[src/design/hdrtm_pkg.sv]
// ----------------------------------------------------------------------------
// HDR tone-map pixel package
// Shared widths, register codes and the elaboration-time threshold function
// used to build the tone-curve tables.
// ----------------------------------------------------------------------------
package hdrtm_pkg;

  localparam int TONE_W  = 8;    // tone byte width, one search stage per bit
  localparam int CFG_W   = 13;   // configuration register width
  localparam int POS_W   = 12;   // pixel coordinate width
  localparam int ADDR_W  = 26;   // byte address width
  localparam int THR_W   = 41;   // widest channel (40 bits) plus one
  localparam int BIG_W   = 320;  // room for 255^11 * D^5 at the widest channel
  localparam int TONE_MAX  = 255;
  localparam int GAMMA_NUM = 11; // 2.2 = 11/5
  localparam int GAMMA_DEN = 5;

  localparam logic [CFG_W-1:0] FRAME_WIDTH_RST  = 13'd800;
  localparam logic [CFG_W-1:0] FRAME_HEIGHT_RST = 13'd600;

  typedef enum logic [0:0] {
    CFG_FRAME_WIDTH  = 1'b0,
    CFG_FRAME_HEIGHT = 1'b1
  } cfg_reg_e;

  typedef logic [BIG_W-1:0] big_t;

  function automatic big_t big_pow(big_t base, int e);
    big_t r;
    r = big_t'(1);
    for (int i = 0; i < e; i++) begin
      r = r * base;
    end
    return r;
  endfunction

  // Smallest channel code C for which the tone byte reaches k. The test
  // 255^11 * D^5 >= k^11 * (D + 2^(F+1))^5 with D = 2C+1 is exact, so the
  // table matches the rounded thresholds bit for bit. Code 255 is never
  // reached and gets a threshold one above the largest channel code.
  function automatic logic [THR_W-1:0] tone_threshold(int k, int frac_bits, int chan_bits);
    logic [THR_W-1:0] lo;
    logic [THR_W-1:0] hi;
    logic [THR_W-1:0] mid;
    big_t             top_pow;
    big_t             k_pow;
    big_t             step;
    big_t             d;
    if (k == 0) begin
      return '0;
    end
    if (k >= TONE_MAX) begin
      return THR_W'(1) << chan_bits;
    end
    top_pow = big_pow(big_t'(TONE_MAX), GAMMA_NUM);
    k_pow   = big_pow(big_t'(k), GAMMA_NUM);
    step    = big_t'(1) << (frac_bits + 1);
    lo      = '0;
    hi      = THR_W'(1) << chan_bits;
    while (lo < hi) begin
      // The sum is taken one bit wider so that it cannot wrap.
      mid = THR_W'(({1'b0, lo} + {1'b0, hi}) >> 1);
      d   = (big_t'(mid) << 1) + big_t'(1);
      if (top_pow * big_pow(d, GAMMA_DEN) >= k_pow * big_pow(d + step, GAMMA_DEN)) begin
        hi = mid;
      end else begin
        lo = mid + THR_W'(1);
      end
    end
    return hi;
  endfunction

endpackage

[src/design/hdrtm_addr.sv]
// ----------------------------------------------------------------------------
// Framebuffer address lane
// Bounds check and bottom-up RGBA byte address, delayed to match the tone lanes.
// ----------------------------------------------------------------------------
module hdrtm_addr
  import hdrtm_pkg::*;
(
  input  logic              clk_i,
  input  logic [TONE_W-1:0] en_i,
  input  logic [CFG_W-1:0]  frame_width_i,
  input  logic [CFG_W-1:0]  frame_height_i,
  input  logic [POS_W-1:0]  pos_x_i,
  input  logic [POS_W-1:0]  pos_y_i,
  output logic [ADDR_W-1:0] byte_address_o,
  output logic              out_of_frame_o
);

  logic [CFG_W-1:0]   rows_q;
  logic [POS_W-1:0]   x0_q;
  logic               oof0_q;
  logic [ADDR_W-1:0]  prod_q;
  logic [POS_W-1:0]   x1_q;
  logic               oof1_q;
  logic [2*CFG_W-1:0] prod_full;
  logic [ADDR_W-1:0]  pix_sum;
  logic [ADDR_W-1:0]  addr_q [2:TONE_W-1];
  logic               oof_q  [2:TONE_W-1];

  // Stage 0: flipped row index and the bounds check.
  always_ff @(posedge clk_i) begin
    if (en_i[0]) begin
      rows_q <= frame_height_i - CFG_W'(1) - {1'b0, pos_y_i};
      x0_q   <= pos_x_i;
      oof0_q <= ({1'b0, pos_x_i} >= frame_width_i) || ({1'b0, pos_y_i} >= frame_height_i);
    end
  end

  // Stage 1: row times width.
  assign prod_full = rows_q * frame_width_i;

  always_ff @(posedge clk_i) begin
    if (en_i[1]) begin
      prod_q <= ADDR_W'(prod_full);
      x1_q   <= x0_q;
      oof1_q <= oof0_q;
    end
  end

  // Stage 2: add the column and scale to bytes.
  assign pix_sum = prod_q + ADDR_W'(x1_q);

  always_ff @(posedge clk_i) begin
    if (en_i[2]) begin
      addr_q[2] <= oof1_q ? '0 : {pix_sum[ADDR_W-3:0], 2'b00};
      oof_q[2]  <= oof1_q;
    end
  end

  for (genvar s = 3; s < TONE_W; s++) begin : g_delay
    always_ff @(posedge clk_i) begin
      if (en_i[s]) begin
        addr_q[s] <= addr_q[s-1];
        oof_q[s]  <= oof_q[s-1];
      end
    end
  end

  assign byte_address_o = addr_q[TONE_W-1];
  assign out_of_frame_o = oof_q[TONE_W-1];

endmodule

[config.mk]
export PLATFORM = sky130hd
export DESIGN_NAME = hdrtm_addr
export DESIGN_NICKNAME = d
export VERILOG_FILES = /design/src/design/hdrtm_pkg.sv /design/src/design/hdrtm_addr.sv
export SDC_FILE = /design/constraint.sdc
export NUM_CORES = 1
export LEC_CHECK = 0
export ABC_AREA = 1
export BUFFER_PORTS_ARGS = -buffer_cell sky130_fd_sc_hd__clkbuf_2
export CAP_MARGIN = 20
export CORE_ASPECT_RATIO = 1.5
export CORE_MARGIN = 1
export CORE_UTILIZATION = 55
export CTS_CLUSTER_DIAMETER = 120
export DETAILED_ROUTE_END_ITERATION = 8
export GPL_TIMING_DRIVEN = 1
export HOLD_SLACK_MARGIN = 0.05
export MAX_ROUTING_LAYER = met4
export PLACE_DENSITY = 0.83
export SYNTH_ARGS = -nofsm -noshare
export SYNTH_HDL_FRONTEND = slang
export SYNTH_SLANG_ARGS = --single-unit
export TNS_END_PERCENT = 5
[constraint.sdc]
create_clock -name clk_i -period 7.2 [get_ports clk_i]
set_input_delay 1.44 -clock clk_i [delete_from_list [all_inputs] [get_ports clk_i]]
set_output_delay 1.44 -clock clk_i [all_outputs]
set_load 0.02 [all_outputs]
# ---- Word-level counts from Yosys, hierarchy flattened
# Memory sizes are Yosys's and may differ from the RTL's.
# Cells that the tools add are included.
dict set report classes {
  addsub 3
  n_mul 1
  magnitude_cmp 2
  n_mux 13
  n_reduce_logical 1
}
# cell n
set op_table {}
lappend op_table {{$ge 12x13->1} 2}
lappend op_table {{$mux 26} 1}
lappend op_table {{$add 24x12->24} 1}
lappend op_table {{$mul 13x13->24} 1}
lappend op_table {{$sub 13x1->13 const B} 1}
lappend op_table {{$sub 13x12->13} 1}
lappend op_table {{$mux 1} 12}
lappend op_table {{$logic_or 1x1->1} 1}
dict set report totals {
  reg_bits 63
  mem_bits_rw 162
  inputBits 59
  wordCells 28
  mem_count 2
}
# name depth width rd rd_clocked_by_memory_dff wr line_no
set memory_table {}
lappend memory_table {addr_q 6 26 6 0 6 hdrtm_addr.sv:26} ;# logic [ADDR_W-1:0] addr_q [2:TONE_W-1];
lappend memory_table {oof_q 6 1 6 0 6 hdrtm_addr.sv:27} ;# logic oof_q [2:TONE_W-1];

# ---- Depth between registers and ports, before layout
# Gate-level depths: netlist (run 1).
dict set report logic_depth {
  ltp_word 2
  depth_mapped 23
}

# ---- Least setup slack after synthesis (run 1)
# OpenSTA, ideal clock, no wires.
dict set report synth_timing {
  path_kind {input-to-reg}
  start {input frame_width_i[4]}
  end {register prod_q[21], data pin}
  setup_ns 0.253
  arrival_ns 5.445
  t_required_ns 6.947
  slack_ns 1.502
  stages 20
  cell_sequence {clkbuf_1 -> nand2_1 -> fa_1 -> inv_1 -> fa_1 -> inv_1 -> fa_1 -> inv_1 -> fa_1 -> inv_1 -> fa_1 -> inv_1 -> ha_1 -> nand2_1 -> nor2_2 -> inv_1 -> nor2_1 -> nand3_1 -> nand4_1 -> nand2_1}
}
dict set report synth_via {
  elab_chain_cells 1
}
# element line_no
set synth_lines {}
lappend synth_lines {{start, declared} hdrtm_addr.sv:10} ;# input logic [CFG_W-1:0] frame_width_i,
lappend synth_lines {{$mul 13x13->24} hdrtm_addr.sv:39} ;# assign prod_full = rows_q * frame_width_i;
lappend synth_lines {{net prod_full[21]} hdrtm_addr.sv:24} ;# logic [2*CFG_W-1:0] prod_full;
lappend synth_lines {{end signal, assigned} hdrtm_addr.sv:43} ;# prod_q <= ADDR_W'(prod_full);
lappend synth_lines {{end, declared} hdrtm_addr.sv:21} ;# logic [ADDR_W-1:0] prod_q;
# The timed path passes the listed nets, and every way through them passes these cells.
# A chain may end at the register's enable or synchronous reset.

# ---- Final worst setup path (run 1)
dict set report layout_timing {
  start {input frame_width_i[4]}
  end {register prod_q[22], data pin}
}
# The elaborated chain is that of the path after synthesis.

==> results of run 1 <==
## cell families (layout without fill, tap and decap cells)
family | after synthesis | count (layout)
AOI/OAI and AO/OA | 90 | 90
xor gates and xnor gates | 20 | 20
adders and majority gates | 231 | 231
buffers and inverters | 422 | 487
DFF | 213 | 213
other | 1 | 2
and+or+nand+nor | 541 | 541
## final timing paths
kind | to | slack [ns] | cells past startpoint
max | prod_q[22] | 1.43 | 20
min | addr_q[0][110] | 0.41 | 0
max reg2reg | prod_q[23] | 1.88 | 17
min reg2reg | addr_q[0][110] | 0.41 | 0
## routing by layer
metal / GRT usage / vias to the layer above / part of all wire
li1: - / 4778 / -
met1: 0.212 / 4681 / 0.33
met2: 0.434 / 317 / 0.56
met3: 0.0272 / 120 / 0.045
met4: 0.123 / 0 / 0.060
met5: - / - / 0
## cells in the final DEF (no fill, tap or decap), drive strengths merged
master	n
nand2	384
or2	1
xor2	17
o211ai	1
nand3	53
bufinv	1
nor3	11
ha	109
clkinv	5
o21a	2
and2	1
nor3b	1
o21bai	5
conb	2
a31oi	1
a21oi	56
clkinvlp	2
nor2	70
clkbuf	111
nand4	15
o21ai	19
a21o	4
fa	122
xnor2	3
a21boi	2
inv	368
edfxtp	213
nand3b	4
nor4	1
## layout make-up
cell class / instances / area share
clock buffers: 28 / 0.0345
clock inverters: 7 / 0.00454
inverters: 369 / 0.0867
multi-input cells: 884 / 0.422
flip-flops and latches: 213 / 0.400
well taps: 337 / 0.0264
repair buffers: 83 / 0.0260
## per-stage QoR
step,std cells,hold WS [ns],setup WS (ns),utilization,area (µm²)
after global routing,1921,0.413,1.21,0.603,16000
after detailed placement,1886,0.405,0.934,0.580,15400
after floorplan,1519,0.400,1.50,-,14800
after global placement,1886,0.401,0.959,0.580,15400
final,1921,0.409,1.43,0.603,16000
after CTS,1921,0.409,1.46,0.603,16000
## sequential cells by signal, indices dropped and copies added (netlist names)
name / cells
oof1_q: 1
oof_q: 6
oof0_q: 1
rows_q: 13
prod_q: 24
x1_q: 12
x0_q: 12
addr_q: 144
## worst reg2reg max path, cell delays in order, from the launching register on
cell and delay [ns]:
edfxtp_1 0.81, nand2_1 0.19, fa_1 0.55, fa_1 0.53, inv_1 0.06, fa_1 0.46, fa_1 0.54, inv_1 0.05
fa_1 0.53, inv_1 0.04, ha_1 0.34, nand2_1 0.09, inv_1 0.10, nand2_1 0.13, nor2_2 0.22, nand4_1 0.21
nand3_1 0.15, nand2_1 0.07
==> impl_results.md, run 1 <==
- Clock sinks: ~210
- Largest net degree at the start of global routing: 38
- Ys async rst share: 0
- CP Capture Type: register
- Core area: between 20000 and 30000 µm²
- Post-Route WL: ~29000 µm
- Maximum clock frequency: roughly 0.17 GHz
- Crit path from: frame_width_i[4]
- Die ar.: between 20000 and 30000 µm²
- Reg area: 6400 µm²
- Num CTS Buffers: 21
- Post-synth top area cell: edfxtp_1
- Post-synthesis cell area: 14800 µm²
- I/O pins: between 80 and 90
- Root buf cell: clkbuf_16
- Post-synth EDFFs: 213
- Overall routing resource usage: 0.226
- Combinational family with the most area after synthesis: adder cells
- Cell row count: between 70 and 80
- Most frequent cell after synthesis: nand2_1
- HPWL after detailed placement: 23400 µm
- PortBufs: 83
- Crit path max-delay family: adder cells
- Final #Nets: around 1900
- Post-synthesis sequential area ratio: 0.432
- Type of the worst setup path: in2reg
- CTS tree: yes
- Initial Utilization: 0.559
- Vias per Instance: between 5 and 6
- CTS Hold Buffers Added: 0
- Pre-antenna DRT Iters: 7
- DRT iter0 DRCs: 461
- CP startpoint kind: primary input
- Fin crit share: 0.801
- Simple-gate share of the synthesized area: 0.152
- Reg2reg start: rows_q[9]
- Grt ovf: 0
- Post-synth top area share: 0.432
- XOR/XNOR Fraction of Synth Area: 0.0118
- Endpoints failing setup: 0
- RSZ-0062 raised after global routing: false
- Worst skew pair latency: a little under 0.5 ns
- Synth top area cells: edfxtp_1 43%, fa_1 16%, nand2_1 9.5%, inv_1 9.3%, ha_1 9.2%
- Buf+Inv Stages, Crit Path: 7
- Die height: just over 200 µm
- WL/cell: roughly 15 µm
- Post-synthesis cell count: ~1500
- Max-Cap Viols: 0
- Synth Area per Inst: ~9.8 µm²
- Outcome: complete, no violations
- Post-synth top cells: 374 x nand2_1, 366 x inv_1, 213 x edfxtp_1, 122 x fa_1, 109 x ha_1
- Clk buf depth: 3
- Vias in the first global route: between 10000 and 15000
- DRC violation count after routing: 0
- RePlAce Congestion: approximately 0.91
- Tightest Pin Transition: 0.870 ns
- Postcts setup bufs: 0
- Mux share of post-synthesis cell area: 0
- Req. time, crit path: around 7.5 ns
- HP Start: addr_q[0][84]
- Setup TNS: 0 ns
- Synth cell types: 36
- CP peak stage delay: between 0.5 and 0.6 ns
- CP max stage cell: fa_1
- Worst EP arrival: 6.02 ns
- Register bit total from synthesis: roughly 210
- Layout cell share with drive strength beyond 1: 0.0878
- Top cell by count, worst path: inv_1
- CTS clk-pin slew, worst paths: roughly 0.060 ns
- Crit Path Max Fanout: 14
- Worst relative slew slack: 0.420
- Synth-to-Final Area Change: 7.88%
- Hold/Removal Path Class: reg2reg
- Initial antenna violation count: 0
- Slew Viols, Final: 0
- Final hold violation count: 0
- Adder-Cell Fraction of Synth Area: 0.257
- Synth Area in Compound Gates: 0.0336
- Area of the multi-input gates: 6740 µm²
- Yosys Warn Count: 0
- ANT nets after route: 0
- First-pass GRT wire length: approximately 47000 µm
- Die X: ~140 µm
- CTS H-Tree Depth: 1
- DR vias: around 9900
- Main flop type after synthesis: edfxtp_1
- CP Cell Sequence: clkbuf_2 -> nand2_1 -> fa_1 -> inv_1 -> fa_1 -> inv_1 -> fa_1 -> inv_1 -> fa_1 -> inv_1 -> fa_1 -> inv_1 -> ha_1 -> nand2_1 -> nor2_1 -> inv_1 -> nor3_2 -> nand3_1 -> nand4_1 -> nand2_1
- Fillers: 2138
- Minimum clock period: ~5.8 ns
- Cells resized by post-CTS repair: 0
- Antenna diodes: 0
- Worst Skew: between 0.01 and 0.015 ns
Power of run 1 is left out: the tool's default activity adds up to more than one toggle a clock period on the data nets, which glitch-free logic cannot reach.
==> run 2, diff against run 1 <==
- clock period: 7.2 -> 5.5 ns (I/O delays scaled with it)
==> run 2 against run 1 <==
  * Sequential share of layout area fell by 1.2 points
  * Utilization rose by 1.9 points
  * First-iteration DRC count fell by 8.2%
  * Flip-flop and latch count did not move
  * Cell count rose by 3.0%
  * Hold slack improved by 0.0025 ns
  * Register-to-register slack got worse by 1.6 ns
  * Via count rose by 2.8%
  * Critical path type unchanged
==> impl_results.md, run 2 (same netlist as run 1, synthesis figures left out) <==
- Area of the multi-input gates: 6740 µm²
- Worst Hold Path EP: addr_q[0][93]
- Commonest non-fill, non-tap cells in the layout: 374 x nand2_1, 366 x inv_1, 213 x edfxtp_1
- Core area: ~26000 µm²
- RSZ-0062 raised after global routing: false
- Max reg flops: roughly 140
- Largest net degree at the start of global routing: 38
- PortBufs: 83
- CTS Hold Buffers Added: 0
- Fillers: approximately 2100
- WHS Path Cells: 0
- Flop2flop setup slack: 0.28 ns
- Antenna diodes: 0
- Tightest Pin Transition: 0.886 ns
- Worst relative slew slack: 0.409
- WL/cell: between 15 and 20 µm
- Vias per Instance: slightly above 5
- Grt ovf: 0
- Crit Path Max Fanout: 7
- Initial Utilization: 0.559
- Worst EP arrival: between 5 and 6 ns
- CTS tree: yes
- Slew Viols, Final: 0
- Regs by FF count: addr_q (144), prod_q (24), rows_q (13)
- Minimum clock period: around 5.2 ns
- Fin crit share: 0.953
- Reg area: about 6400 µm²
- HP Start: addr_q[0][67]
- Endpoints failing setup: 0
- Most common cell after layout, fill and taps aside: nand2_1
- Final #Nets: 1918
- Maximum clock frequency: 0.191 GHz
- Clk buf depth: 3
- Req. time, crit path: about 5.7 ns
- Type of the worst setup path: in2reg
- Cells resized by post-CTS repair: 0
- Post-Route WL: 30100 µm
- Crit path from: frame_width_i[1]
- Die ar.: 27600 µm²
- Top reg by flops: addr_q
- DRC violation count after routing: 0
- CTS clk-pin slew, worst paths: about 0.070 ns
- Postcts setup bufs: 0
- Layout cell share with drive strength beyond 1: 0.123
- Pre-antenna DRT Iters: 5
- ANT nets after route: 0
- DRT iter0 DRCs: around 420
- Vias in the first global route: around 11000
- Clock sinks: 213
- Worst skew pair latency: slightly below 0.5 ns
- Reg2reg start: rows_q[10]
- CTS H-Tree Depth: 1
- Cell row count: 73
- RePlAce Congestion: roughly 0.93
- HPWL after detailed placement: roughly 25000 µm
- CP Capture Type: register
- Final hold violation count: 0
- Hold/Removal Path Class: reg2reg
- DR vias: 10200
- Num CTS Buffers: 21
- I/O pins: between 80 and 90
- Die X: about 140 µm
- FF-to-FF path depth: 17
- Overall routing resource usage: 0.237
- CP startpoint kind: primary input
- Hold slack: around 0.41 ns
- RR Endpoint: prod_q[22]
- Synth-to-Final Area Change: 11.3%
- Max-Cap Viols: 0
- Outcome: complete, no violations
- First-pass GRT wire length: between 40000 and 50000 µm
- Worst Skew: between 0.01 and 0.015 ns
- Root buf cell: clkbuf_16
- Initial antenna violation count: 0
- Die height: approximately 200 µm
[run 2: cell type report]
class	instances	area share
Tap cell	337	0.0256
Clock buffer	22	0.0321
Multi-Input combinational cell	884	0.409
Inverter	369	0.0840
Clock inverter	15	0.0109
Sequential cell	213	0.388
Timing Repair Buffer	139	0.0507
[run 2: stage by stage]
step	instances	utilization	setup TNS [ns]	setup slack, ns	instance area (µm²)
floorplan	1519	-	0	0.142	14800
global placement	1942	0.596	-0.988	-0.209	15800
detailed placement	1942	0.596	-1.63	-0.275	15800
CTS	1979	0.622	0	0.260	16500
global route	1979	0.622	0	0.0185	16500
finish	1979	0.622	0	0.258	16500
[run 2: worst max path at each step]
stage | end | slack [ns] | depth (start not counted)
floorplan | prod_q[21] | 0.14 | 20
global placement | prod_q[22] | -0.21 | 18
detailed placement | prod_q[17] | -0.28 | 21
CTS | prod_q[17] | 0.26 | 21
global route | prod_q[21] | 0.02 | 18
finish | prod_q[17] | 0.26 | 21
[run 2: worst max-delay path, stage by stage]
cell and delay, ns:
clkbuf_2 0.17, nand2_1 0.10, inv_1 0.07, fa_1 0.54, inv_1 0.05, fa_1 0.48
inv_1 0.05, fa_1 0.48, fa_1 0.55, inv_1 0.05, fa_1 0.47, inv_1 0.04
ha_1 0.30, a21oi_1 0.29, nor2_1 0.09, nor2_1 0.27, nor2_1 0.07, nor2_1 0.12
nand2_1 0.07, nand2_1 0.05, nand2_1 0.07
[run 2: metal layers]
metal | routed length [µm] | vias up | track usage
li1 | - | 4895 | -
met1 | 10000 | 4818 | 0.218
met2 | 16700 | 324 | 0.447
met3 | 1150 | 140 | 0.0255
met4 | 2230 | 0 | 0.158
met5 | 0 | - | -
Power of run 2 is left out for the same reason.
==> run 3, diff against run 2 <==
- GPL_ROUTABILITY_DRIVEN: not set -> 0
- RECOVER_POWER: not set -> 100
==> run 3 against run 2 <==
  * The flow now finishes with violations (capacitance limit, slew limit)
  * Clock skew decreased by 0.0010 ns
  * Via count down 0.23%
  * Sequential share of layout area increased by 0.94 points
  * Worst setup slack worse by 0.071 ns
  * Non-clock buffer count fell by 29
  * First-iteration DRC count is 13% higher
  * Register-to-register slack got worse by 0.03 ns
  * Utilization fell by 1.5 points
  * Die area unchanged
  * Highest routed layer unchanged
==> impl_results.md, run 3 (same netlist as run 1, synthesis figures left out) <==
- Initial antenna violation count: 0
- CTS clk-pin slew, worst paths: approximately 0.07 ns
- DRC violation count after routing: 0
- Failing checks: capacitance limit, slew limit
- Outcome: complete, but fails checks
- Grt ovf: 0
- Fin crit share: 0.966
- Synth-to-Final Area Change: 8.65%
- Die ar.: 27600 µm²
- Max reg flops: between 100 and 150
- CP startpoint kind: primary input
- Num CTS Buffers: 21
- Regs by FF count: addr_q (144), prod_q (24), rows_q (13)
- CTS tree: yes
- Crit Path Max Fanout: 7
- Post-Route WL: between 20000 and 30000 µm
- Largest net degree at the start of global routing: 38
- Cell row count: 73
- Die X: between 100 and 150 µm
- Tightest Pin Transition: approximately 1.8 ns
- CP Capture Type: register
- Antenna diodes: 0
- Fin area: between 15000 and 20000 µm²
- Core area: roughly 26000 µm²
- Fin util: 0.608
- Most common cell after layout, fill and taps aside: nand2_1
- Minimum clock period: 5.31 ns
- Pre-antenna DRT Iters: 5
- First-pass GRT wire length: 47400 µm
- Vias per Instance: ~5.2
- Endpoints failing setup: 0
- DR vias: 10200
- CTS H-Tree Depth: 1
- Initial Utilization: 0.559
- Fin cells: between 1500 and 2000
- Commonest non-fill, non-tap cells in the layout: 379 x nand2_1, 366 x inv_1, 213 x edfxtp_1
- Slew Viols, Final: 38
- Final #Nets: approximately 1900
- Clock sinks: around 210
- Clk buf depth: 3
- Layout cell share with drive strength beyond 1: 0.0677
- PortBufs: just over 80
- ANT nets after route: 0
- Root buf cell: clkbuf_16
- Worst Skew: between 0.01 and 0.015 ns
- Top reg by flops: addr_q
- RSZ-0062 raised after global routing: false
- Hold/Removal Path Class: reg2reg
- Vias in the first global route: between 10000 and 15000
- DRT iter0 DRCs: approximately 480
- HPWL after detailed placement: roughly 23000 µm
- Worst skew pair latency: about 0.50 ns
- Worst EP arrival: 5.58 ns
- Worst relative slew slack: -0.202
- I/O pins: 86
- DP Cell Count: about 1900
- Die height: 203 µm
- WL/cell: ~15 µm
- Type of the worst setup path: in2reg
- Req. time, crit path: approximately 5.8 ns
- Maximum clock frequency: roughly 0.19 GHz
- Postcts setup bufs: 0
- Max-Cap Viols: 1
- Overall routing resource usage: 0.224
- Final hold violation count: 0
- Dpl cell area: between 15000 and 20000 µm²
- Fillers: ~2100
-- run 3: path summary, 6_finish.rpt --
check	end	slack, ns	cells past startpoint	start
worst max-delay path	prod_q[22]	0.19	20	frame_width_i[1]
worst min-delay path	addr_q[0][148]	0.41	0	addr_q[0][122]
worst max register to register	prod_q[22]	0.25	19	rows_q[8]
worst min register to register	addr_q[0][148]	0.41	0	addr_q[0][122]
-- run 3: repair_timing --
item | in CTS | in global routing
hold buffers | 0 | 0
resized for setup | 0 | 1
setup endpoints to repair | 0 | 1
-- run 3: area by class of cell --
class / instances / area (µm²) / area share
multi-input combinational: 884 / 6700 / 0.416
sequential: 213 / 6400 / 0.397
inverter: 369 / 1390 / 0.0861
timing repair buffer: 110 / 552 / 0.0343
clock buffer: 22 / 529 / 0.0329
clock inverter: 13 / 111 / 0.00692
tap: 337 / 422 / 0.0262
-- run 3: critical path, stage by stage --
cell and delay [ns]:
clkbuf_2 0.16, nand2_1 0.11, inv_1 0.07, fa_1 0.54, inv_1 0.06, fa_1 0.48, inv_1 0.05, fa_1 0.50
fa_1 0.59, inv_1 0.06, fa_1 0.48, inv_1 0.05, ha_1 0.32, a21oi_1 0.30, clkbuf_1 0.16, a21oi_1 0.10
o21bai_1 0.21, nand3_1 0.11, nand2_1 0.07, nand2_1 0.04
-- run 3: per-layer routing --
metal	routed length, µm	track usage	vias up
met5	0	-	-
li1	-	-	4831
met2	16200	0.428	377
met1	9500	0.205	4785
met3	1430	0.0257	161
met4	1820	0.135	0
-- run 3: metrics by stage --
stage | worst slack, ns | setup TNS, ns | hold slack, ns
6_report | 0.187 | 0 | 0.408
5_1_grt | 0.0546 | 0 | 0.420
4_1_cts | 0.277 | 0 | 0.416
3_5_place_dp | -0.185 | -0.694 | 0.405
3_3_place_gp | -0.0985 | -0.196 | 0.401
2_1_floorplan | 0.142 | 0 | 0.400
Power of run 3 is left out for the same reason.
